$ cat src/design/complex_arithmetic_unit_assert.svh
// assertion helpers for the complex arithmetic unit
`ifndef COMPLEX_ARITHMETIC_UNIT_ASSERT_SVH
`define COMPLEX_ARITHMETIC_UNIT_ASSERT_SVH

// same-cycle implication, sampled on the unit clock outside reset
`define CAU_ASSERT_IMPL(lbl, ante, cons, msg) \
  lbl: assert property (@(posedge clk_i) disable iff (!rst_ni) (ante) |-> (cons)) \
    else $error(msg);

// next-cycle implication
`define CAU_ASSERT_NEXT(lbl, ante, cons, msg) \
  lbl: assert property (@(posedge clk_i) disable iff (!rst_ni) (ante) |=> (cons)) \
    else $error(msg);

`endif

$ cat src/design/cau_pkg.sv
package cau_pkg;

  localparam int DataWidth = 16;
  localparam int ProdWidth = 2 * DataWidth;

  typedef enum logic [2:0] {
    OpAdd   = 3'd0,
    OpSub   = 3'd1,
    OpMul   = 3'd2,
    OpDiv   = 3'd3,
    OpRecip = 3'd4,
    OpMag   = 3'd5,
    OpConj  = 3'd6
  } op_e;

  typedef enum logic [1:0] {
    StOk      = 2'd0,
    StDivZero = 2'd1,
    StSat     = 2'd2
  } status_e;

  typedef struct packed {
    logic [2:0]                  op;
    logic signed [DataWidth-1:0] a_re;
    logic signed [DataWidth-1:0] a_im;
    logic signed [DataWidth-1:0] b_re;
    logic signed [DataWidth-1:0] b_im;
  } req_t;

  typedef struct packed {
    logic signed [DataWidth-1:0] res_re;
    logic signed [DataWidth-1:0] res_im;
    logic [1:0]                  status;
  } rsp_t;

  // products out of the multiplier stage
  typedef struct packed {
    logic [2:0]                  op;
    logic signed [DataWidth-1:0] a_re;
    logic signed [DataWidth-1:0] a_im;
    logic signed [DataWidth-1:0] b_re;
    logic signed [DataWidth-1:0] b_im;
    logic signed [ProdWidth-1:0] p_rr;
    logic signed [ProdWidth-1:0] p_ii;
    logic signed [ProdWidth-1:0] p_ir;
    logic signed [ProdWidth-1:0] p_ri;
    logic [ProdWidth-1:0]        sq_x;
    logic [ProdWidth-1:0]        sq_y;
  } prod_t;

  // per-request flags and early results that ride along the divider
  typedef struct packed {
    logic [2:0]           op;
    logic [DataWidth-1:0] res_re;
    logic [DataWidth-1:0] res_im;
    logic                 sat;
    logic                 zero;
    logic                 neg_re;
    logic                 neg_im;
    logic                 ovf_re;
    logic                 ovf_im;
  } side_t;

  // divider and square root working state
  typedef struct packed {
    logic [ProdWidth-1:0] d;
    logic [ProdWidth-1:0] rem_re;
    logic [ProdWidth-1:0] rem_im;
    logic [DataWidth-1:0] lo_re;
    logic [DataWidth-1:0] lo_im;
    logic [DataWidth-1:0] q_re;
    logic [DataWidth-1:0] q_im;
    logic [DataWidth+1:0] sq_rem;
    logic [DataWidth-1:0] sq_root;
    logic [ProdWidth-1:0] sq_v;
  } iter_t;

  // sign and magnitude to saturated value, sat flag on top
  function automatic logic [DataWidth:0] pack_mag(input logic neg,
                                                  input logic [ProdWidth:0] mag);
    logic [ProdWidth:0]   lim;
    logic [DataWidth-1:0] v;
    logic                 sat;
    lim = (ProdWidth+1)'(1) << (DataWidth - 1);
    if (!neg) lim = lim - (ProdWidth+1)'(1);
    sat = mag > lim;
    v = sat ? lim[DataWidth-1:0] : mag[DataWidth-1:0];
    if (neg) v = -v;
    return {sat, v};
  endfunction

  function automatic logic [ProdWidth:0] abs_s(input logic signed [ProdWidth:0] v);
    return v[ProdWidth] ? (ProdWidth+1)'(-v) : (ProdWidth+1)'(v);
  endfunction

  function automatic logic [DataWidth:0] clamp_s(input logic signed [ProdWidth:0] v);
    return pack_mag(v[ProdWidth], abs_s(v));
  endfunction

endpackage

$ cat src/design/cau_step.sv
module cau_step import cau_pkg::*; (
  input  logic  clk_i,
  input  logic  en_i,
  input  side_t side_i,
  input  iter_t iter_i,
  output side_t side_o,
  output iter_t iter_o
);

  logic [ProdWidth:0]   cand_re, cand_im, dx, diff_re, diff_im;
  logic                 ge_re, ge_im;
  logic [DataWidth+3:0] sq_cand, sq_trial, sq_diff;
  logic                 sq_ge;
  iter_t                iter_d, iter_q;
  side_t                side_q;

  always_comb begin
    // one restoring quotient digit for each part
    dx      = {1'b0, iter_i.d};
    cand_re = {iter_i.rem_re, iter_i.lo_re[DataWidth-1]};
    cand_im = {iter_i.rem_im, iter_i.lo_im[DataWidth-1]};
    diff_re = cand_re - dx;
    diff_im = cand_im - dx;
    ge_re   = cand_re >= dx;
    ge_im   = cand_im >= dx;

    // one root digit from the next two radicand bits
    sq_cand  = {iter_i.sq_rem, iter_i.sq_v[ProdWidth-1 -: 2]};
    sq_trial = (DataWidth+4)'({iter_i.sq_root, 2'b01});
    sq_diff  = sq_cand - sq_trial;
    sq_ge    = sq_cand >= sq_trial;

    iter_d.d       = iter_i.d;
    iter_d.rem_re  = ge_re ? diff_re[ProdWidth-1:0] : cand_re[ProdWidth-1:0];
    iter_d.rem_im  = ge_im ? diff_im[ProdWidth-1:0] : cand_im[ProdWidth-1:0];
    iter_d.lo_re   = {iter_i.lo_re[DataWidth-2:0], 1'b0};
    iter_d.lo_im   = {iter_i.lo_im[DataWidth-2:0], 1'b0};
    iter_d.q_re    = {iter_i.q_re[DataWidth-2:0], ge_re};
    iter_d.q_im    = {iter_i.q_im[DataWidth-2:0], ge_im};
    iter_d.sq_rem  = sq_ge ? sq_diff[DataWidth+1:0] : sq_cand[DataWidth+1:0];
    iter_d.sq_root = {iter_i.sq_root[DataWidth-2:0], sq_ge};
    iter_d.sq_v    = {iter_i.sq_v[ProdWidth-3:0], 2'b00};
  end

  always_ff @(posedge clk_i) begin
    if (en_i) begin
      iter_q <= iter_d;
      side_q <= side_i;
    end
  end

  assign iter_o = iter_q;
  assign side_o = side_q;

endmodule

$ cat config.mk
export PLATFORM = sky130hd
export DESIGN_NAME = cau_step
export DESIGN_NICKNAME = d
export VERILOG_FILES = /design/src/design/complex_arithmetic_unit_assert.svh /design/src/design/cau_pkg.sv /design/src/design/cau_step.sv
export SDC_FILE = /design/constraint.sdc
export NUM_CORES = 1
export LEC_CHECK = 0
export ABC_AREA = 1
export BUFFER_PORTS_ARGS = -buffer_cell sky130_fd_sc_hd__buf_4
export CAP_MARGIN = 20
export CORE_AREA = 2 2 208 210
export DETAILED_ROUTE_END_ITERATION = 6
export DIE_AREA = 0 0 210 212
export GPL_ROUTABILITY_DRIVEN = 0
export SETUP_SLACK_MARGIN = 0.3
export SYNTH_ARGS = -nofsm -noshare
export SYNTH_HDL_FRONTEND = slang
export SYNTH_SLANG_ARGS = --single-unit
$ cat constraint.sdc
create_clock -name clk_i -period 4.7 [get_ports clk_i]
set_input_delay 0.47 -clock clk_i [delete_from_list [all_inputs] [get_ports clk_i]]
set_output_delay 0.47 -clock clk_i [all_outputs]
set_load 0.03 [all_outputs]
Word level (Yosys, flattened, before mapping)
Index checks and enable logic that the tools add are counted.
{ "totals": {"reg_bits": 263, "word_cells": 28, "input_bits": 269, "output_inout_bits": 267} }
{ "op_classes": {"n_mux": 3, "n_addsub": 3, "order_cmp": 3} }
{ "op_table": {"columns": ["operator", "n"], "rows": [
  ["33-bit by 32-bit greater-or-equal comparator with 1-bit output", 2],
  ["32-bit 2-to-1 mux", 2],
  ["32-bit subtractor", 2],
  ["20-bit by 18-bit greater-or-equal comparator with 1-bit output", 1],
  ["18-bit 2-to-1 mux", 1],
  ["18-bit subtractor", 1]
]} }

Longest topological paths before layout
{ "depth": {"word_depth": 2, "mapped_depth": 16, "ltp_nobuf": 15} }

Worst setup path after synthesis
OpenSTA, ideal clock, no wires.
{ "synth_timing": {"kind": "input port to flip-flop", "start": "in iter_i[113] (netlist name)", "end": "reg iter_q (netlist bit iter_o[146]), data pin", "t_arrival_ns": 1.834, "slack_ns": 2.613, "path_stages": 13, "path_buffers": 0, "setup_time_ns": 0.252, "required_time_ns": 4.448, "cell_sequence": "inv_1 ha_1 fa_1 inv_1 nand3_1 nand3_1 nand2_1 nand3_1 nand3_1 nand2_1 nand2_1 nand3_2 nand2_1"} }
{ "synth_lines": {"columns": ["item", "line", "text"], "rows": [
  ["start, declared", "cau_step.sv:5", "input iter_t iter_i,"],
  ["end signal, assigned", "cau_step.sv:47", "iter_q <= iter_d;"],
  ["end, declared", "cau_step.sv:14", "iter_t iter_d, iter_q;"]
]} }

==> qor.yml <==
syn_area_per_cell_um2: 8.50
antenna_left: 0
antenna_found_initial: 4
core_area_um2: 42500
layout_commonest_cell: "nand2_1"
cts_sinks: 263
slew_viol_final: 0
grt_pass1_wl_mm: 78.8
cts_tree: "built"
p_total_w: 0.00751
num_rows: 76
clock_path_buffers: 3
path_buf_inv: 4
post-route-period-util: 0.578
max_freq_ghz: 0.368
outcome: "finished, final reports clean"
tightest_slew_ps: 964
routed_wl_mm: 53.9
grt_max_degree: 112
cts_hold_buffers: 0
syn_to_final_growth_pct: 36.1
synthMuxAreaShare: 0
die_w_um: 210
path_clk_slew_ps: 60
dr.pass1.iters: 5
preCtsSetupSlack_ps: 1450
synth_top_family_by_area: "simple AND/OR/NAND/NOR gates"
fin_crit_ps: 2720
die-area_um2: 44500
start_util: 0.363
drc: 0
finalHoldViolCount: 0
yosys.area_share.simple: 0.277
ir_drop_mv: 0.228
drive_gt1_frac: 0.265
root_buffer: "clkbuf_16"
arrival_ps: 3000
synth_area_um2: 15400
post_cts_buffers: 0
cts_made_buffers: 34
grt_pass1_vias: 13500
rsz0062_at_grt: "false"
track_usage: 0.236
layout_common_cells: "nand2_1, buf_4, inv_1"
final.setup.tns_ps: 0
crit_type: "input pin to flip-flop"
die_h_um: 212
finish.utilization: 0.494
max_stage_delay_ps: 510
vias: 14000
synth_fa_ha_area_frac: 0.0691
synth_cells: 1816
setup_viol: 0
drt_iter0_drc: 890
power_leakage_nw: 10.7
required_ps: 4980
crit_path_cell_trace: "buf_4, inv_1, ha_1, nand2_1, inv_1, nand2_1, nand2_1, inv_2, nand3_2, nand2_1, nand2_1, nand2_2, nand2_4, nand3_2, nand2_1"
worst_path_max_delay_cell: "nand2_2"
grt_overflow: 0
dp_hpwl_mm: 44.3
worst_slack_ps: 1980
synthXorXnorAreaFrac: 0.0210
slew_headroom: 0.357
synth_compound_area_frac: 0.0281
cp_top_family: "simple AND/OR/NAND/NOR gates"
crit_top_cell: "nand2_1"
io_buffers: 529
hold_class: "input pin to flip-flop"
pin_count: 536
crit_path_start_kind: "input pin"
drv_cap: 0
synth_warnings: 0
seq_area_frac_synth: 0.512
power.density_nw_per_um2: 357
ys_types: 35
vias_per_cell: 4.79
ctsHtreeMaxLevel: 2
final_nets: 2715
crit_fanout: 35
synth_seq_cells: 263
crit_path_end_kind: "flip-flop"
wl_per_cell_um: 18.4
cts_resized: 0
-- worst paths after layout --
kind / startpoint / slack [ps] / cells after the start / to
worst max-delay path: iter_i[202] / 1980 / 15 / iter_o[155]
worst min-delay path: side_i[14] / 100 / 1 / side_o[14]
-- where the power goes --
group	switching, W	leakage (nW)	internal, W
registers	0.0000681	2.57	0.00288
clock network	0.00100	0.508	0.00145
logic	0.00137	7.64	0.000747
-- registers in the layout, indices dropped and copies added, names as in the netlist --
register / count
side_o: 41
iter_o: 222
-- cell families after synthesis --
| group | Yosys count |
|---|---|
| AO/OA/AOI/OAI | 82 |
| XOR/XNOR | 37 |
| adder cells (fa/ha/maj) | 84 |
| buffers and inverters | 359 |
| flip-flops | 263 |
| other | 1 |
| AND/OR/NAND/NOR | 990 |
-- Yosys cell counts, drive strengths merged --
library cell | count | area share
a21o | 2 | 0.00097
a21oi | 54 | 0.018
and2 | 11 | 0.0045
buf | 26 | 0.012
clkbuf | 1 | 0.00024
conb | 1 | 0.00024
edfxtp | 263 | 0.51
fa | 2 | 0.0026
ha | 82 | 0.066
inv | 332 | 0.081
nand2 | 663 | 0.16
nand3 | 152 | 0.055
nand3b | 16 | 0.0083
nand4 | 15 | 0.0065
nor2 | 111 | 0.029
nor3 | 19 | 0.0068
o21a | 3 | 0.0015
o21ai | 19 | 0.0062
o21bai | 4 | 0.0019
or2 | 3 | 0.0012
xnor2 | 5 | 0.0028
xor2 | 32 | 0.018
-- metal layers --
layer / wire length, um / vias up / track usage
li1: - / 6896 / -
met3: 3660 / 76 / 0.0538
met1: 22300 / 6571 / 0.287
met5: 0 / - / 0
met2: 26700 / 500 / 0.420
met4: 1270 / 0 / 0.0690
-- area by class of cell --
class / instances / area (um^2)
clock buffers: 42 / 881
inverters: 332 / 1250
flip-flops and latches: 263 / 7900
well taps: 546 / 683
diodes: 3 / 7.51
repair buffers: 534 / 4030
multi-input cells: 1197 / 6110
fillers: 4138 / 21500
clock inverters: 17 / 155
-- per-stage QoR --
stage               area [um^2]  hold WS, ps  instances
floorplan                 15400          569       1819
finish                    21000         95.7       2934
detailed placement        20000          649       2872
global route              21000         68.5       2933
CTS                       21000         63.1       2931
global placement          20000          648       2872
(Power assumes the default switching activity.)
