<file path="config.mk">
export PLATFORM = sky130hd
export DESIGN_NAME = cau_mult
export DESIGN_NICKNAME = d
export VERILOG_FILES = /design/src/design/complex_arithmetic_unit_assert.svh /design/src/design/cau_pkg.sv /design/src/design/cau_mult.sv
export SDC_FILE = /design/constraint.sdc
export NUM_CORES = 2
export LEC_CHECK = 0
export BUFFER_PORTS_ARGS = -buffer_cell sky130_fd_sc_hd__clkbuf_2
export CAP_MARGIN = 20
export CORE_MARGIN = 1
export CORE_UTILIZATION = 45
export CTS_CLUSTER_SIZE = 30
export DETAILED_ROUTE_END_ITERATION = 6
export PLACE_DENSITY = 0.61
export SETUP_SLACK_MARGIN = 0.15
export SYNTH_ARGS = -nofsm -noshare
export SYNTH_HDL_FRONTEND = slang
export SYNTH_SLANG_ARGS = --single-unit
export TNS_END_PERCENT = 10
</file>
<file path="constraint.sdc">
create_clock -name clk_i -period 23.1 [get_ports clk_i]
set_input_delay 5.775 -clock clk_i [delete_from_list [all_inputs] [get_ports clk_i]]
set_output_delay 5.775 -clock clk_i [all_outputs]
set_load 0.01 [all_outputs]
</file>
<file path="src/design/complex_arithmetic_unit_assert.svh">
// assertion helpers for the complex arithmetic unit
`ifndef COMPLEX_ARITHMETIC_UNIT_ASSERT_SVH
`define COMPLEX_ARITHMETIC_UNIT_ASSERT_SVH

// same-cycle implication, sampled on the unit clock outside reset
`define CAU_ASSERT_IMPL(lbl, ante, cons, msg) \
  lbl: assert property (@(posedge clk_i) disable iff (!rst_ni) (ante) |-> (cons)) \
    else $error(msg);

// next-cycle implication
`define CAU_ASSERT_NEXT(lbl, ante, cons, msg) \
  lbl: assert property (@(posedge clk_i) disable iff (!rst_ni) (ante) |=> (cons)) \
    else $error(msg);

`endif

</file>
<file path="src/design/cau_pkg.sv">
package cau_pkg;

  localparam int DataWidth = 16;
  localparam int ProdWidth = 2 * DataWidth;

  typedef enum logic [2:0] {
    OpAdd   = 3'd0,
    OpSub   = 3'd1,
    OpMul   = 3'd2,
    OpDiv   = 3'd3,
    OpRecip = 3'd4,
    OpMag   = 3'd5,
    OpConj  = 3'd6
  } op_e;

  typedef enum logic [1:0] {
    StOk      = 2'd0,
    StDivZero = 2'd1,
    StSat     = 2'd2
  } status_e;

  typedef struct packed {
    logic [2:0]                  op;
    logic signed [DataWidth-1:0] a_re;
    logic signed [DataWidth-1:0] a_im;
    logic signed [DataWidth-1:0] b_re;
    logic signed [DataWidth-1:0] b_im;
  } req_t;

  typedef struct packed {
    logic signed [DataWidth-1:0] res_re;
    logic signed [DataWidth-1:0] res_im;
    logic [1:0]                  status;
  } rsp_t;

  // products out of the multiplier stage
  typedef struct packed {
    logic [2:0]                  op;
    logic signed [DataWidth-1:0] a_re;
    logic signed [DataWidth-1:0] a_im;
    logic signed [DataWidth-1:0] b_re;
    logic signed [DataWidth-1:0] b_im;
    logic signed [ProdWidth-1:0] p_rr;
    logic signed [ProdWidth-1:0] p_ii;
    logic signed [ProdWidth-1:0] p_ir;
    logic signed [ProdWidth-1:0] p_ri;
    logic [ProdWidth-1:0]        sq_x;
    logic [ProdWidth-1:0]        sq_y;
  } prod_t;

  // per-request flags and early results that ride along the divider
  typedef struct packed {
    logic [2:0]           op;
    logic [DataWidth-1:0] res_re;
    logic [DataWidth-1:0] res_im;
    logic                 sat;
    logic                 zero;
    logic                 neg_re;
    logic                 neg_im;
    logic                 ovf_re;
    logic                 ovf_im;
  } side_t;

  // divider and square root working state
  typedef struct packed {
    logic [ProdWidth-1:0] d;
    logic [ProdWidth-1:0] rem_re;
    logic [ProdWidth-1:0] rem_im;
    logic [DataWidth-1:0] lo_re;
    logic [DataWidth-1:0] lo_im;
    logic [DataWidth-1:0] q_re;
    logic [DataWidth-1:0] q_im;
    logic [DataWidth+1:0] sq_rem;
    logic [DataWidth-1:0] sq_root;
    logic [ProdWidth-1:0] sq_v;
  } iter_t;

  // sign and magnitude to saturated value, sat flag on top
  function automatic logic [DataWidth:0] pack_mag(input logic neg,
                                                  input logic [ProdWidth:0] mag);
    logic [ProdWidth:0]   lim;
    logic [DataWidth-1:0] v;
    logic                 sat;
    lim = (ProdWidth+1)'(1) << (DataWidth - 1);
    if (!neg) lim = lim - (ProdWidth+1)'(1);
    sat = mag > lim;
    v = sat ? lim[DataWidth-1:0] : mag[DataWidth-1:0];
    if (neg) v = -v;
    return {sat, v};
  endfunction

  function automatic logic [ProdWidth:0] abs_s(input logic signed [ProdWidth:0] v);
    return v[ProdWidth] ? (ProdWidth+1)'(-v) : (ProdWidth+1)'(v);
  endfunction

  function automatic logic [DataWidth:0] clamp_s(input logic signed [ProdWidth:0] v);
    return pack_mag(v[ProdWidth], abs_s(v));
  endfunction

endpackage

</file>
<file path="src/design/cau_mult.sv">
module cau_mult import cau_pkg::*; (
  input  logic  clk_i,
  input  logic  en_i,
  input  req_t  req_i,
  output prod_t prod_o
);

  prod_t                       prod_d, prod_q;
  logic signed [DataWidth-1:0] sx, sy;

  always_comb begin
    // divide squares b, reciprocal and magnitude square a
    if (op_e'(req_i.op) == OpDiv) begin
      sx = req_i.b_re;
      sy = req_i.b_im;
    end else begin
      sx = req_i.a_re;
      sy = req_i.a_im;
    end
    prod_d.op   = req_i.op;
    prod_d.a_re = req_i.a_re;
    prod_d.a_im = req_i.a_im;
    prod_d.b_re = req_i.b_re;
    prod_d.b_im = req_i.b_im;
    prod_d.p_rr = $signed(req_i.a_re) * $signed(req_i.b_re);
    prod_d.p_ii = $signed(req_i.a_im) * $signed(req_i.b_im);
    prod_d.p_ir = $signed(req_i.a_im) * $signed(req_i.b_re);
    prod_d.p_ri = $signed(req_i.a_re) * $signed(req_i.b_im);
    prod_d.sq_x = ProdWidth'(sx * sx);
    prod_d.sq_y = ProdWidth'(sy * sy);
  end

  always_ff @(posedge clk_i) begin
    if (en_i) prod_q <= prod_d;
  end

  assign prod_o = prod_q;

endmodule

</file>
==> Word level (Yosys, flattened, before mapping) <==
Index checks and enable logic that the tools add are counted.
{ "totals": {"register_bits": 259, "latchBits": 0, "mem_bits_rw": 0, "romBits": 0, "out_inout_bits": 259, "memories": 0} }
{ "classes": {"addsub": 0, "multipliers": 6, "n_div": 0, "magnitude_cmp": 0, "n_eq_ne": 1, "n_shift": 0, "n_mux": 2, "bitwise": 0, "reduce_logical": 0} }
{ "ops": {"columns": ["op", "count"], "rows": [
  ["$mul A16 B16 Y32", 6],
  ["$mux W16", 2],
  ["$eq A3 B2 Y1 const B", 1]
]} }

==> Logic depth before layout (Yosys ltp) <==
{ "depth": {"word_depth": 3, "mapped_depth": 30} }

==> Worst setup path before layout <==
No wires, ideal clock.
{ "synth_timing": {"path_kind": "input to register", "from": "in req_i[66] (netlist name)", "to": "reg prod_q, in the netlist prod_o[60], data pin", "t_arrival_ps": 12475, "slack_ps": 10366, "path_stages": 24, "n_path_buf": 1, "cell_sequence": "nand3b_1 clkbuf_1 mux2i_1 clkinv_1 nand2_1 fa_1 fa_1 inv_1 fa_1 inv_1 fa_1 inv_1 fa_1 fa_1 ha_1 a21o_1 a21o_1 a21oi_2 a2bb2oi_1 o31ai_1 or4_1 a31o_2 a21oi_2 xnor2_1"} }
{ "synth_lines": {"columns": ["item", "line_no", "rtl"], "rows": [
  ["start: declaration", "cau_mult.sv:4", "input req_t req_i,"],
  ["end signal: assignment", "cau_mult.sv:34", "if (en_i) prod_q <= prod_d;"],
  ["end: declaration", "cau_mult.sv:8", "prod_t prod_d, prod_q;"]
]} }

==> summary.md <==
| Metric | Value |
|---|---|
| Status | `finished clean` |
| Layout area overhead | `7.70%` |
| Antenna violations before repair | `11` |
| Reg clk slew, reported paths | `0.06 ns` |
| Post-synth EDFFs | `257` |
| Largest register FFs | `257` |
| Period utilization | `59.0%` |
| Wire length of the first global-routing pass | `271000 µm` |
| Clock Path Buffers | `3` |
| Root Buffer | `clkbuf_16` |
| Async SR Flop Fraction | `0%` |
| Number of distinct library cells after synthesis | `80` |
| Crit path DAT | `13.99 ns` |
| Synth area leaders | `fa_1 47%, edfxtp_1 12%, inv_1 11%` |
| Mean Syn Cell Area | `9.77 µm²` |
| Std cell rows | `138` |
| Hold Path Class | `in -> reg` |
| GRT Util Overall | `24.1%` |
| Fin area | `0.0699 mm²` |
| Total gr overflow | `0` |
| GPL Wtd Cong | `0.931` |
| Setup TNS | `0 ns` |
| Crit. End Element | `flip-flop` |
| Min cycle time layout | `13.62 ns` |
| TritonCTS clock tree | `built` |
| Yosys warnings | `0` |
| WL final | `166000 µm` |
| Die area | `0.146 mm²` |
| Seq cells post-synth | `257` |
| CTS H-tree lvls | `2` |
| Die width | `382 µm` |
| RSZ-0062 raised after global routing | `false` |
| Fillers | `13400` |
| Ys flop type | `edfxtp_1` |
| Largest net degree at the start of global routing | `69` |
| CP required | `23.47 ns` |
| Cell count after synthesis | `6638` |
| Crit path launch | `req_i[66]` |
| Max Clock Freq | `73.4 MHz` |
| Via Count | `44700` |
| Cell Area, Placed | `0.0686 mm²` |
| Vias in the first global route | `48900` |
| Min-Delay Path Depth | `1` |
| Routed Antenna Nets | `0` |
| Vias per cell | `5.09` |
| # Post-CTS Setup Buffers | `0` |
| Crit Path Class | `in -> reg` |
| Hold path start | `req_i[66]` |
| Hold bufs inserted after CTS | `0` |
| Final Setup Violations | `0` |
| Worst hold slack | `5.35 ns` |
| Resize count post-CTS | `0` |
| Critical path startpoint category | `primary input` |
| Core Box Area | `0.142 mm²` |
| Net count, final | `8940` |
| IO Pins | `328` |
| Worst-Margin Slew | `1.12 ns` |
| Starting Density | `45.6%` |
| Seq/Total Area, Yosys | `11.9%` |
| Number of DRC markers in iteration 0 | `2417` |
| Final hold vios | `0` |
| DRT Pass-1 Iters | `6` |
| Mapped Area | `0.0649 mm²` |
| Worst-path fanout max | `38` |
| Post-synth top area cell | `fa_1` |
| Relative slew margins | `23.0%` |
| Post-detail-place hpwl | `128000 µm` |
| Hold Path End | `prod_o[258]` |
| Die Height | `382 µm` |
| Number of remaining DRC errors | `0` |
| Clk sinks | `257` |
| Max Cap Viol | `0` |
| Ratio of cells with drive above 1 in the final layout | `7.32%` |
| Drt wl/cell | `18.9 µm` |
| Top-area cell type share of the netlist area | `46.8%` |
| Inserted Clock Buffers | `36` |
| Port bufs | `325` |
| Fin. max-slew vios | `0` |
## per-layer routing
| layer | part of all wire (%) | track usage, % | up-vias |
|---|---|---|---|
| li1 | - | - | 19900 |
| met1 | 42 | 32.8 | 23200 |
| met2 | 47 | 38.7 | 1309 |
| met3 | 7.7 | 5.16 | 253 |
| met4 | 3.1 | 6.81 | 10 |
| met5 | 0.031 | 0 | - |
## metrics by stage
step / std cells / setup slack [ns] / utilization, %
floorplan: 6639 / 10.37 / -
global placement: 8704 / 9.21 / 48.2
detailed placement: 8705 / 8.98 / 48.2
CTS: 8771 / 9.61 / 49.1
global route: 8771 / 9.05 / 49.1
finish: 8772 / 9.48 / 49.1
## worst max-delay path, cell delays in order
cell and delay [ns]:
clkbuf_2 0.09, nand3b_1 0.10, buf_4 0.54, mux2i_1 0.99, clkinv_1 0.67, nand2_1 0.27, inv_1 0.09, fa_1 0.53
inv_1 0.05, fa_1 0.44, fa_1 0.54, inv_1 0.05, fa_1 0.49, fa_1 0.49, inv_1 0.05, fa_1 0.47
inv_1 0.04, ha_1 0.35, nand4_1 0.16, nor2_1 0.15, o21ai_0 0.14, o221ai_1 0.47, o2111a_1 0.30, nor2_1 0.09
o311ai_1 0.32, a21oi_1 0.14, xnor2_1 0.14
## cells by family (layout without fill, tap and decap cells)
family / Yosys count / count (layout) / synth area share (%)
AOI/OAI and AO/OA: 449 / 449 / 4.64
xor gates and xnor gates: 223 / 223 / 3.01
adders and majority gates: 2018 / 2018 / 56.5
buffers and inverters: 2087 / 2329 / 12.1
DFF: 257 / 257 / 11.9
muxes: 35 / 35 / 0.567
other: 1 / 3 / 0.00578
and+or+nand+nor: 1568 / 1568 / 11.3
## cells in the mapped netlist (13+ instances only)
| cell type | instances |
|---|---|
| a211oi_1 | 14 |
| inv_1 | 1846 |
| nor2_1 | 222 |
| xor2_1 | 47 |
| clkbuf_1 | 225 |
| a21o_1 | 86 |
| o21a_1 | 36 |
| xnor2_1 | 176 |
| mux2_2 | 14 |
| nand2_1 | 750 |
| fa_1 | 1518 |
| mux2i_1 | 21 |
| nand3_1 | 22 |
| o21bai_1 | 25 |
| edfxtp_1 | 257 |
| nand2b_1 | 58 |
| nor3_1 | 32 |
| and2_1 | 420 |
| a21oi_1 | 127 |
| and3_1 | 13 |
| ha_1 | 500 |
| o21ai_0 | 64 |
## area by class of cell
cell class / count / area, µm² / share of cell area, %
tap: 1890 / 2360 / 3.38
timing repair buffer: 407 / 2250 / 3.22
clock inverter: 28 / 320 / 0.458
sequential: 257 / 7720 / 11.0
inverter: 1856 / 6970 / 9.97
multi-input combinational: 4295 / 49300 / 70.6
antenna: 1 / 2.50 / 0.00358
clock buffer: 38 / 930 / 1.33
## layout by cell type (no fill, tap or decap), types with 7 or more instances in the layout
cell	count
fa_1	1518
nor2_1	222
mux2_2	14
clkbuf_16	37
clkinv_1	14
a21o_1	86
inv_1	1846
nor2b_1	12
o21ai_0	64
nand4_1	12
nand2b_1	58
a21oi_1	127
o211ai_1	7
and3_1	13
or3_1	7
o21ai_1	7
nand3_1	22
and2_1	420
edfxtp_1	257
ha_1	500
xor2_1	47
clkbuf_2	324
nor3_1	32
mux2i_1	21
a31oi_1	11
buf_4	82
xnor2_1	176
a211oi_1	14
o21bai_1	25
o21a_1	36
nand2_1	750
## how the worst max path moves through the flow
stage	endpoint	slack (ns)
after floorplan	prod_o[60]	10.37
after global placement	prod_o[31]	9.21
after detailed placement	prod_o[31]	8.98
after CTS	prod_o[31]	9.61
after global routing	prod_o[31]	9.05
final	prod_o[31]	9.48
Power is left out: the tool's default activity adds up to more than one toggle a clock period on the data nets, which glitch-free logic cannot reach.
