<file path="config.mk">
export PLATFORM = sky130hd
export DESIGN_NAME = cau_final
export DESIGN_NICKNAME = d
export VERILOG_FILES = /design/src/design/complex_arithmetic_unit_assert.svh /design/src/design/cau_pkg.sv /design/src/design/cau_final.sv
export SDC_FILE = /design/constraint.sdc
export NUM_CORES = 1
export LEC_CHECK = 0
export ABC_AREA = 1
export BUFFER_PORTS_ARGS = -buffer_cell sky130_fd_sc_hd__buf_2
export CORE_MARGIN = 5
export CORE_UTILIZATION = 30
export DETAILED_ROUTE_END_ITERATION = 10
export HOLD_SLACK_MARGIN = 0.03
export PLACE_DENSITY = 0.62
export SETUP_SLACK_MARGIN = 0.1
export SKIP_CTS_REPAIR_TIMING = 1
export SLEW_MARGIN = 20
export SYNTH_ARGS = -nofsm -noshare
export SYNTH_HDL_FRONTEND = slang
export SYNTH_SLANG_ARGS = --single-unit
</file>
<file path="constraint.sdc">
create_clock -name clk_i -period 4.1 [get_ports clk_i]
set_input_delay 0.41 -clock clk_i [delete_from_list [all_inputs] [get_ports clk_i]]
set_output_delay 0.41 -clock clk_i [all_outputs]
set_load 0.02 [all_outputs]
</file>
<file path="src/design/complex_arithmetic_unit_assert.svh">
// assertion helpers for the complex arithmetic unit
`ifndef COMPLEX_ARITHMETIC_UNIT_ASSERT_SVH
`define COMPLEX_ARITHMETIC_UNIT_ASSERT_SVH

// same-cycle implication, sampled on the unit clock outside reset
`define CAU_ASSERT_IMPL(lbl, ante, cons, msg) \
  lbl: assert property (@(posedge clk_i) disable iff (!rst_ni) (ante) |-> (cons)) \
    else $error(msg);

// next-cycle implication
`define CAU_ASSERT_NEXT(lbl, ante, cons, msg) \
  lbl: assert property (@(posedge clk_i) disable iff (!rst_ni) (ante) |=> (cons)) \
    else $error(msg);

`endif

</file>
<file path="src/design/cau_pkg.sv">
package cau_pkg;

  localparam int DataWidth = 16;
  localparam int ProdWidth = 2 * DataWidth;

  typedef enum logic [2:0] {
    OpAdd   = 3'd0,
    OpSub   = 3'd1,
    OpMul   = 3'd2,
    OpDiv   = 3'd3,
    OpRecip = 3'd4,
    OpMag   = 3'd5,
    OpConj  = 3'd6
  } op_e;

  typedef enum logic [1:0] {
    StOk      = 2'd0,
    StDivZero = 2'd1,
    StSat     = 2'd2
  } status_e;

  typedef struct packed {
    logic [2:0]                  op;
    logic signed [DataWidth-1:0] a_re;
    logic signed [DataWidth-1:0] a_im;
    logic signed [DataWidth-1:0] b_re;
    logic signed [DataWidth-1:0] b_im;
  } req_t;

  typedef struct packed {
    logic signed [DataWidth-1:0] res_re;
    logic signed [DataWidth-1:0] res_im;
    logic [1:0]                  status;
  } rsp_t;

  // products out of the multiplier stage
  typedef struct packed {
    logic [2:0]                  op;
    logic signed [DataWidth-1:0] a_re;
    logic signed [DataWidth-1:0] a_im;
    logic signed [DataWidth-1:0] b_re;
    logic signed [DataWidth-1:0] b_im;
    logic signed [ProdWidth-1:0] p_rr;
    logic signed [ProdWidth-1:0] p_ii;
    logic signed [ProdWidth-1:0] p_ir;
    logic signed [ProdWidth-1:0] p_ri;
    logic [ProdWidth-1:0]        sq_x;
    logic [ProdWidth-1:0]        sq_y;
  } prod_t;

  // per-request flags and early results that ride along the divider
  typedef struct packed {
    logic [2:0]           op;
    logic [DataWidth-1:0] res_re;
    logic [DataWidth-1:0] res_im;
    logic                 sat;
    logic                 zero;
    logic                 neg_re;
    logic                 neg_im;
    logic                 ovf_re;
    logic                 ovf_im;
  } side_t;

  // divider and square root working state
  typedef struct packed {
    logic [ProdWidth-1:0] d;
    logic [ProdWidth-1:0] rem_re;
    logic [ProdWidth-1:0] rem_im;
    logic [DataWidth-1:0] lo_re;
    logic [DataWidth-1:0] lo_im;
    logic [DataWidth-1:0] q_re;
    logic [DataWidth-1:0] q_im;
    logic [DataWidth+1:0] sq_rem;
    logic [DataWidth-1:0] sq_root;
    logic [ProdWidth-1:0] sq_v;
  } iter_t;

  // sign and magnitude to saturated value, sat flag on top
  function automatic logic [DataWidth:0] pack_mag(input logic neg,
                                                  input logic [ProdWidth:0] mag);
    logic [ProdWidth:0]   lim;
    logic [DataWidth-1:0] v;
    logic                 sat;
    lim = (ProdWidth+1)'(1) << (DataWidth - 1);
    if (!neg) lim = lim - (ProdWidth+1)'(1);
    sat = mag > lim;
    v = sat ? lim[DataWidth-1:0] : mag[DataWidth-1:0];
    if (neg) v = -v;
    return {sat, v};
  endfunction

  function automatic logic [ProdWidth:0] abs_s(input logic signed [ProdWidth:0] v);
    return v[ProdWidth] ? (ProdWidth+1)'(-v) : (ProdWidth+1)'(v);
  endfunction

  function automatic logic [DataWidth:0] clamp_s(input logic signed [ProdWidth:0] v);
    return pack_mag(v[ProdWidth], abs_s(v));
  endfunction

endpackage

</file>
<file path="src/design/cau_final.sv">
module cau_final import cau_pkg::*; (
  input  logic  clk_i,
  input  logic  en_i,
  input  side_t side_i,
  input  iter_t iter_i,
  output rsp_t  rsp_o
);

  logic [DataWidth:0] pk_re, pk_im, pk_rt;
  logic [ProdWidth:0] qm_re, qm_im;
  logic               sat;
  rsp_t               rsp_d, rsp_q;

  always_comb begin
    qm_re = side_i.ovf_re ? '1 : (ProdWidth+1)'(iter_i.q_re);
    qm_im = side_i.ovf_im ? '1 : (ProdWidth+1)'(iter_i.q_im);
    pk_re = pack_mag(side_i.neg_re, qm_re);
    pk_im = pack_mag(side_i.neg_im, qm_im);
    pk_rt = pack_mag(1'b0, (ProdWidth+1)'(iter_i.sq_root));

    rsp_d.res_re = side_i.res_re;
    rsp_d.res_im = side_i.res_im;
    sat          = side_i.sat;
    case (op_e'(side_i.op))
      OpDiv, OpRecip: begin
        if (side_i.zero) begin
          rsp_d.res_re = '0;
          rsp_d.res_im = '0;
          sat          = 1'b0;
        end else begin
          rsp_d.res_re = pk_re[DataWidth-1:0];
          rsp_d.res_im = pk_im[DataWidth-1:0];
          sat          = pk_re[DataWidth] | pk_im[DataWidth];
        end
      end
      OpMag: begin
        rsp_d.res_re = pk_rt[DataWidth-1:0];
        rsp_d.res_im = '0;
        sat          = pk_rt[DataWidth];
      end
      default: begin
      end
    endcase

    if (side_i.zero) rsp_d.status = StDivZero;
    else if (sat) rsp_d.status = StSat;
    else rsp_d.status = StOk;
  end

  always_ff @(posedge clk_i) begin
    if (en_i) rsp_q <= rsp_d;
  end

  assign rsp_o = rsp_q;

endmodule

</file>
# Word level (Yosys, flattened, before mapping)
# Cells that the tools add are included.
word_totals:
  ff_bits: 34
  latch_bits: 0
  ram_bits: 0
  rom_bits: 0
  memories: 0
op_classes:
  n_addsub: 2
  n_mul: 0
  div_mod_pow: 0
  magnitude_cmp: 3
  n_eq_ne: 3
  shift: 0
  n_mux: 14
  n_bitwise: 1
  n_reduce_logical: 1
op_table:
  columns: ["op", "count"]
  rows:
  - ["$mux W16", 7]
  - ["$gt A33 B33 Y1", 2]
  - ["$mux W33", 2]
  - ["$pmux W32 S2", 1]
  - ["$mux W32", 1]
  - ["$neg A16 Y16", 2]
  - ["$gt A16 B15 Y1 const B", 1]
  - ["$eq A3 B3 Y1 const B", 2]
  - ["$eq A3 B2 Y1 const B", 1]
  - ["$mux W2", 1]
  - ["$pmux W1 S2", 1]
  - ["$reduce_or A2 Y1", 1]
  - ["$mux W1", 1]
  - ["$or A1 B1 Y1", 1]

# Logic depth before layout (Yosys ltp)
# Gate-level depths: netlist of run 1.
depth:
  word_depth: 7
  ltp_mapped: 25

# Worst setup path before layout of run 1
# Ideal clock, no wire load.
synth_timing:
  path_type: "input to register"
  startpoint: "input port side_i[0] (netlist name)"
  endpoint: "register rsp_q, in the netlist rsp_o[12], data pin"
  setup_ps: 256
  arrival_time_ps: 2859
  required_time_ps: 3844
  setup_slack_ps: 985
  cell_stages: 21
  path_cell_list: "clkbuf_1 > or2_2 > ha_1 > nand2_1 > nor2_1 > nand3_1 > or2_1 > nand2_2 > buf_6 > nand2_1 > nand2_1 > inv_1 > ha_1 > nand3_1 > inv_2 > nand2_1 > nand2_2 > nand2_1 > nand2_1 > nand2_1 > o21ai_1"
synth_lines:
  columns: ["element", "line", "source"]
  rows:
  - ["from (decl)", "cau_final.sv:4", "input side_t side_i,"]
  - ["to (signal assigned)", "cau_final.sv:51", "if (en_i) rsp_q <= rsp_d;"]
  - ["to (decl)", "cau_final.sv:12", "rsp_t rsp_d, rsp_q;"]

==> qor.txt, run 1 <==
Die Span Y - 123 um
drt total wl - 12400 um
port bufs - 124
Mapped Cells - 564
drt drc - 0
GR peak layer - met1
max reg flops - 34
Post-synth EDFFs - 34
1st-iter DRT viols - 311
CP Launch Type - primary input
final setup fails - 0
Hold Crit Class - in -> reg
LEAKAGE - 0.00235 uW
synthesis warning total - 0
period utilization - 79.0%
largest net degree at the start of global routing - 35
buffer levels on the longest clock path - 2
met3 GRT Util - 4.33%
first-pass GRT wire length - 19500 um
Clock Pin Slew Worst Setup and Hold Paths - 0.05 ns
FF+latch count, synth - 34
worst path arrival time - 3.26 ns
Final min period - 3.24 ns
die area - 15000 um^2
I/O pins - 303
CP max FO - 18
CTS root buf - clkbuf_16
Sink Count - 34
Setup crit end kind - register
max_cap viols - 0
Core ar. - 12500 um^2
nets - 989
Fillers - 1444
H-tree levels - 2
via/cell ratio - 4.67
CTS buffer count - 5
Synth Flop Type - edfxtp_1
met2 usage - 21.0%
Setup Crit Path Kind - in -> reg
Net Count, Synth - 867
Seq/Total Area, Yosys - 26.8%
Design Area, Final - 4790 um^2
Worst-Margin Slew - 0.819 ns
FFs w/ async S/R, synth - 0%
number of global-route vias before repair - 3742
RSZ-0062 raised after global routing - false
Layout area overhead - 26.0%
row count - 41
remaining antenna violation count - 0
Avg Cell Area, Syn - 6.75 um^2
DP Wirelength - 10300 um
GRT Overall Usage - 16.5%
Pre-Repair DR Iteration Count - 5
layout cell share with drive strength beyond 1 - 30.0%
relative slew slack - 45.4%
Fmax achieved - 309 MHz
mapped cell area - 3800 um^2
initial antenna violation count - 2
final max-slew violation count - 0
Cell variety after synth - 35
CTS tree - yes
DP Area - 4610 um^2
Pwr Density - 284 nW/um^2
Final TNS setup - 0 ns
GRT overflow - 0
Final GP Congestion - 0.869
worst IR drop on VDD - 0.168 mV
vias - 4021
wire per inst - 14.4 um
GR Layer Usage met1 - 27.4%
final hold violation count - 0
Initial Util - 30.4%
status - complete, no violations
horizontal die dimension - 123 um
critical path required time - 4.12 ns
-- synth_stat cells (all sizes together) (3+ instances only) --
cell type,count,area [um^2]
nand2,206,823
o211ai,10,75.1
clkbuf,9,33.8
a21oi,24,120
o21ai,39,206
nand3,50,275
edfxtp,34,1020
nand4,13,81.3
nand3b,5,37.5
o21bai,3,33.8
or2,29,181
nor2,49,209
inv,39,146
buf,10,72.6
ha,34,425
-- critical path, stage by stage --
cell and delay, ns:
buf_2 0.19, or2_2 0.32, ha_1 0.29, nand2_1 0.07, nor2_1 0.18, nand3_1 0.09
or2_1 0.27, nand2_2 0.23, nand2_1 0.09, nand2_1 0.14, inv_1 0.08, ha_1 0.24
nand3_1 0.15, inv_2 0.05, nand2_1 0.09, nand2_2 0.10, o211ai_1 0.20, nand2_1 0.07
-- cells by family after synthesis --
family / share of synthesized area, %
DFF: 26.8
adders and majority gates: 11.2
AOI/OAI and AO/OA: 12.6
and+or+nand+nor: 42.7
buffers and inverters: 6.74
-- final timing paths --
check,start,endpoint,slack (ns),cells past startpoint
worst min-delay path,side_i[4],rsp_o[0]$_SDFFCE_PP1P_,0.38,1
worst max-delay path,side_i[0],rsp_o[10]$_DFFE_PP_,0.86,18
-- cell type report --
cell class	count	area, um^2	share of cell area (%)
tap	172	215	4.49
clock inverter	3	45.0	0.939
antenna	2	5.00	0.104
sequential	34	1020	21.3
inverter	40	150	3.13
timing repair buffer	134	696	14.5
multi-input combinational	471	2540	52.9
clock buffer	5	125	2.61
-- per-stage QoR --
stage	setup slack (ns)	total power (uW)	std cells	util (%)	hold WS, ns
4_1_cts	0.847	1370	859	38.2	0.375
3_3_place_gp	0.590	938	851	36.9	0.666
6_report	0.860	1360	861	38.3	0.375
2_1_floorplan	0.985	772	564	-	0.509
3_5_place_dp	0.561	941	851	36.9	0.659
5_1_grt	0.548	1460	860	38.3	0.370
-- per-layer routing --
metal / wire, um / vias up
met5: 7 / -
met4: 136 / 2
met3: 1110 / 10
met2: 4460 / 138
met1: 6710 / 1730
li1: - / 2141
-- report_power, final --
| group | internal, uW | switching (uW) | leakage [uW] |
|---|---|---|---|
| clock | 286 | 142 | 0.0000761 |
| sequential | 429 | 9.53 | 0.000331 |
| combinational | 178 | 318 | 0.00194 |
| total | 894 | 469 | 0.00235 |
-- layout by cell type (no fill, tap or decap), drive strengths merged --
cell type / n
a21o: 1
o31ai: 1
clkinv: 1
or2: 29
o21bai: 3
ha: 34
buf: 134
nand3: 50
a21oi: 24
nand3b: 5
clkbuf: 5
o21a: 1
a21boi: 1
and2: 1
edfxtp: 34
o211ai: 10
nand4: 13
nor3: 2
a31oi: 2
clkinvlp: 2
diode: 2
bufinv: 1
o21ai: 39
inv: 39
nand2: 206
nor2: 49
(Power assumes the default switching activity.)
==> run 2: changes to the inputs <==
==> constraint.sdc (replaced) <==
create_clock -name clk_i -period 3.3 [get_ports clk_i]
set_input_delay 0.33 -clock clk_i [delete_from_list [all_inputs] [get_ports clk_i]]
set_output_delay 0.33 -clock clk_i [all_outputs]
set_load 0.02 [all_outputs]
==> run 2 against run 1 <==
Against the previous run: flip-flop and latch count did not move; clock power is 43% higher; combinational power grew 27%; core utilization up 0.90 points; global-route usage is 0.065 points higher; critical path depth did not move; sequential power is 24% higher; clock-buffer cell count stayed put; sequential share of layout area is 0.49 points lower; critical path type unchanged; largest cell class unchanged.
==> qor.txt, run 2 (synthesized netlist as in run 1, its figures left out) <==
DP Area - 4680 um^2
Core ar. - 12500 um^2
drt total wl - 12500 um
most frequent cells in the layout - nand2_1 (185), buf_2 (124), nand3_1 (46), nor2_1 (42)
Final GP Congestion - 0.911
relative slew slack - 46.6%
Final min period - 2.96 ns
I/O pins - 303
layout cell share with drive strength beyond 1 - 31.7%
diodes inserted - 0
worst path arrival time - 3.00 ns
RSZ-0062 raised after global routing - true
Pre-Repair DR Iteration Count - 5
P_int - 1200 uW
most used cell, CP - nand2_1
final setup fails - 0
most common cell after layout, fill and taps aside - nand2_1
H-tree levels - 2
Sink Count - 34
Initial Util - 30.4%
Pwr Density - 365 nW/um^2
via/cell ratio - 4.67
Slowest cell on crit path - or2_2
horizontal die dimension - 123 um
buffer levels on the longest clock path - 2
worst IR drop on VDD - 0.168 mV
GRT overflow - 0
Layout area overhead - 29.0%
Design Area, Final - 4910 um^2
Hold Crit Class - in -> reg
number of global-route vias before repair - 3692
CTS buffer count - 5
max_cap viols - 0
vias - 4058
remaining antenna violation count - 0
DP Wirelength - 10400 um
initial antenna violation count - 1
status - complete, no violations
max reg flops - 34
Logic pwr share - 35.3%
Sw Ratio - 32.8%
largest net degree at the start of global routing - 35
final max-slew violation count - 0
die area - 15000 um^2
period utilization - 89.8%
Die Span Y - 123 um
row count - 41
Worst-Margin Slew - 0.801 ns
final hold violation count - 0
Setup crit end kind - register
CTS root buf - clkbuf_16
NetSw - 588 uW
port bufs - 124
CTS tree - yes
CP cell instances - buf_2 > or2_2 > ha_1 > a21oi_1 > o21ai_0 > a21oi_1 > nand3_2 > nand2_2 > nand2_1 > nand2_1 > ha_1 > nand3_1 > nand2_2 > nand4_1 > nor2_1 > nand2_1 > nand3_1 > nand2_1
Clock Pin Slew Worst Setup and Hold Paths - 0.06 ns
CP Launch Type - primary input
1st-iter DRT viols - 261
first-pass GRT wire length - 19500 um
Setup Crit Path Kind - in -> reg
LEAKAGE - 0.00242 uW
Final TNS setup - 0 ns
critical path required time - 3.33 ns
Fmax achieved - 337 MHz
GRT Overall Usage - 16.6%
wire per inst - 14.4 um
Seq pwr share - 30.5%
nets - 999
drt drc - 0
CP max FO - 15
CP max stage delay - 0.36 ns
clock power share - 34.2%
==> run 2: cell count changes in the layout (fill, tap and decap cells not counted), moves of 2 or more <==
cell / change
nand3_1: -2
nand3_2: +2
buf_4: +9
clkinvlp_4: -2
diode_2: -2
or2_4: +2
nor2_2: +2
==> run 2: power groups by stage <==
| stage | Sequential (uW) | Clock (uW) | Combinational [uW] |
|---|---|---|---|
| after global placement | 553 | 0 | 624 |
| after CTS | 546 | 624 | 630 |
| final | 545 | 612 | 632 |
| after detailed placement | 554 | 0 | 627 |
| after global routing | 549 | 641 | 717 |
| after floorplan | 614 | 0 | 345 |
==> run 2: cell type report <==
| type | count | area, um^2 |
|---|---|---|
| Tap cell | 172 | 215 |
| Inverter | 40 | 150 |
| Clock inverter | 3 | 68.8 |
| Sequential cell | 34 | 1020 |
| Timing Repair Buffer | 144 | 774 |
| Clock buffer | 5 | 125 |
| Fill cell | 1396 | 7610 |
| Multi-Input combinational cell | 471 | 2550 |
==> run 2: worst paths after layout <==
check | endpoint | slack, ns | startpoint | cells past startpoint
setup / recovery | rsp_o[32]$_DFFE_PP_ | 0.34 | side_i[1] | 18
hold / removal | rsp_o[0]$_SDFFCE_PP1P_ | 0.28 | side_i[4] | 1
==> run 2: metrics by stage <==
step	setup slack (ns)	cells	hold slack, ns	total power [uW]	util [%]
CTS	0.337	868	0.286	1800	39.0
finish	0.336	869	0.283	1790	39.2
global placement	0.0712	860	0.581	1180	37.4
floorplan	0.265	564	0.429	959	-
global route	0.0878	869	0.296	1910	39.2
detailed placement	0.0455	860	0.574	1180	37.4
==> run 2: per-layer routing <==
layer	GRT usage [%]	routed length, um	vias up	share of wire (%)
li1	-	-	2160	-
met1	27.1	6590	1748	53
met2	21.9	4650	138	37
met3	4.10	1140	10	9.1
met4	2.31	107	2	0.86
met5	0	13	-	0.10
==> run 2: critical path: cells and delay by family <==
kind | cells | cell delay [ns]
adders and majority gates | 2 | 0.48
and+or+nand+nor | 12 | 1.57
buffers and inverters | 1 | 0.19
AOI/OAI and AO/OA | 3 | 0.42
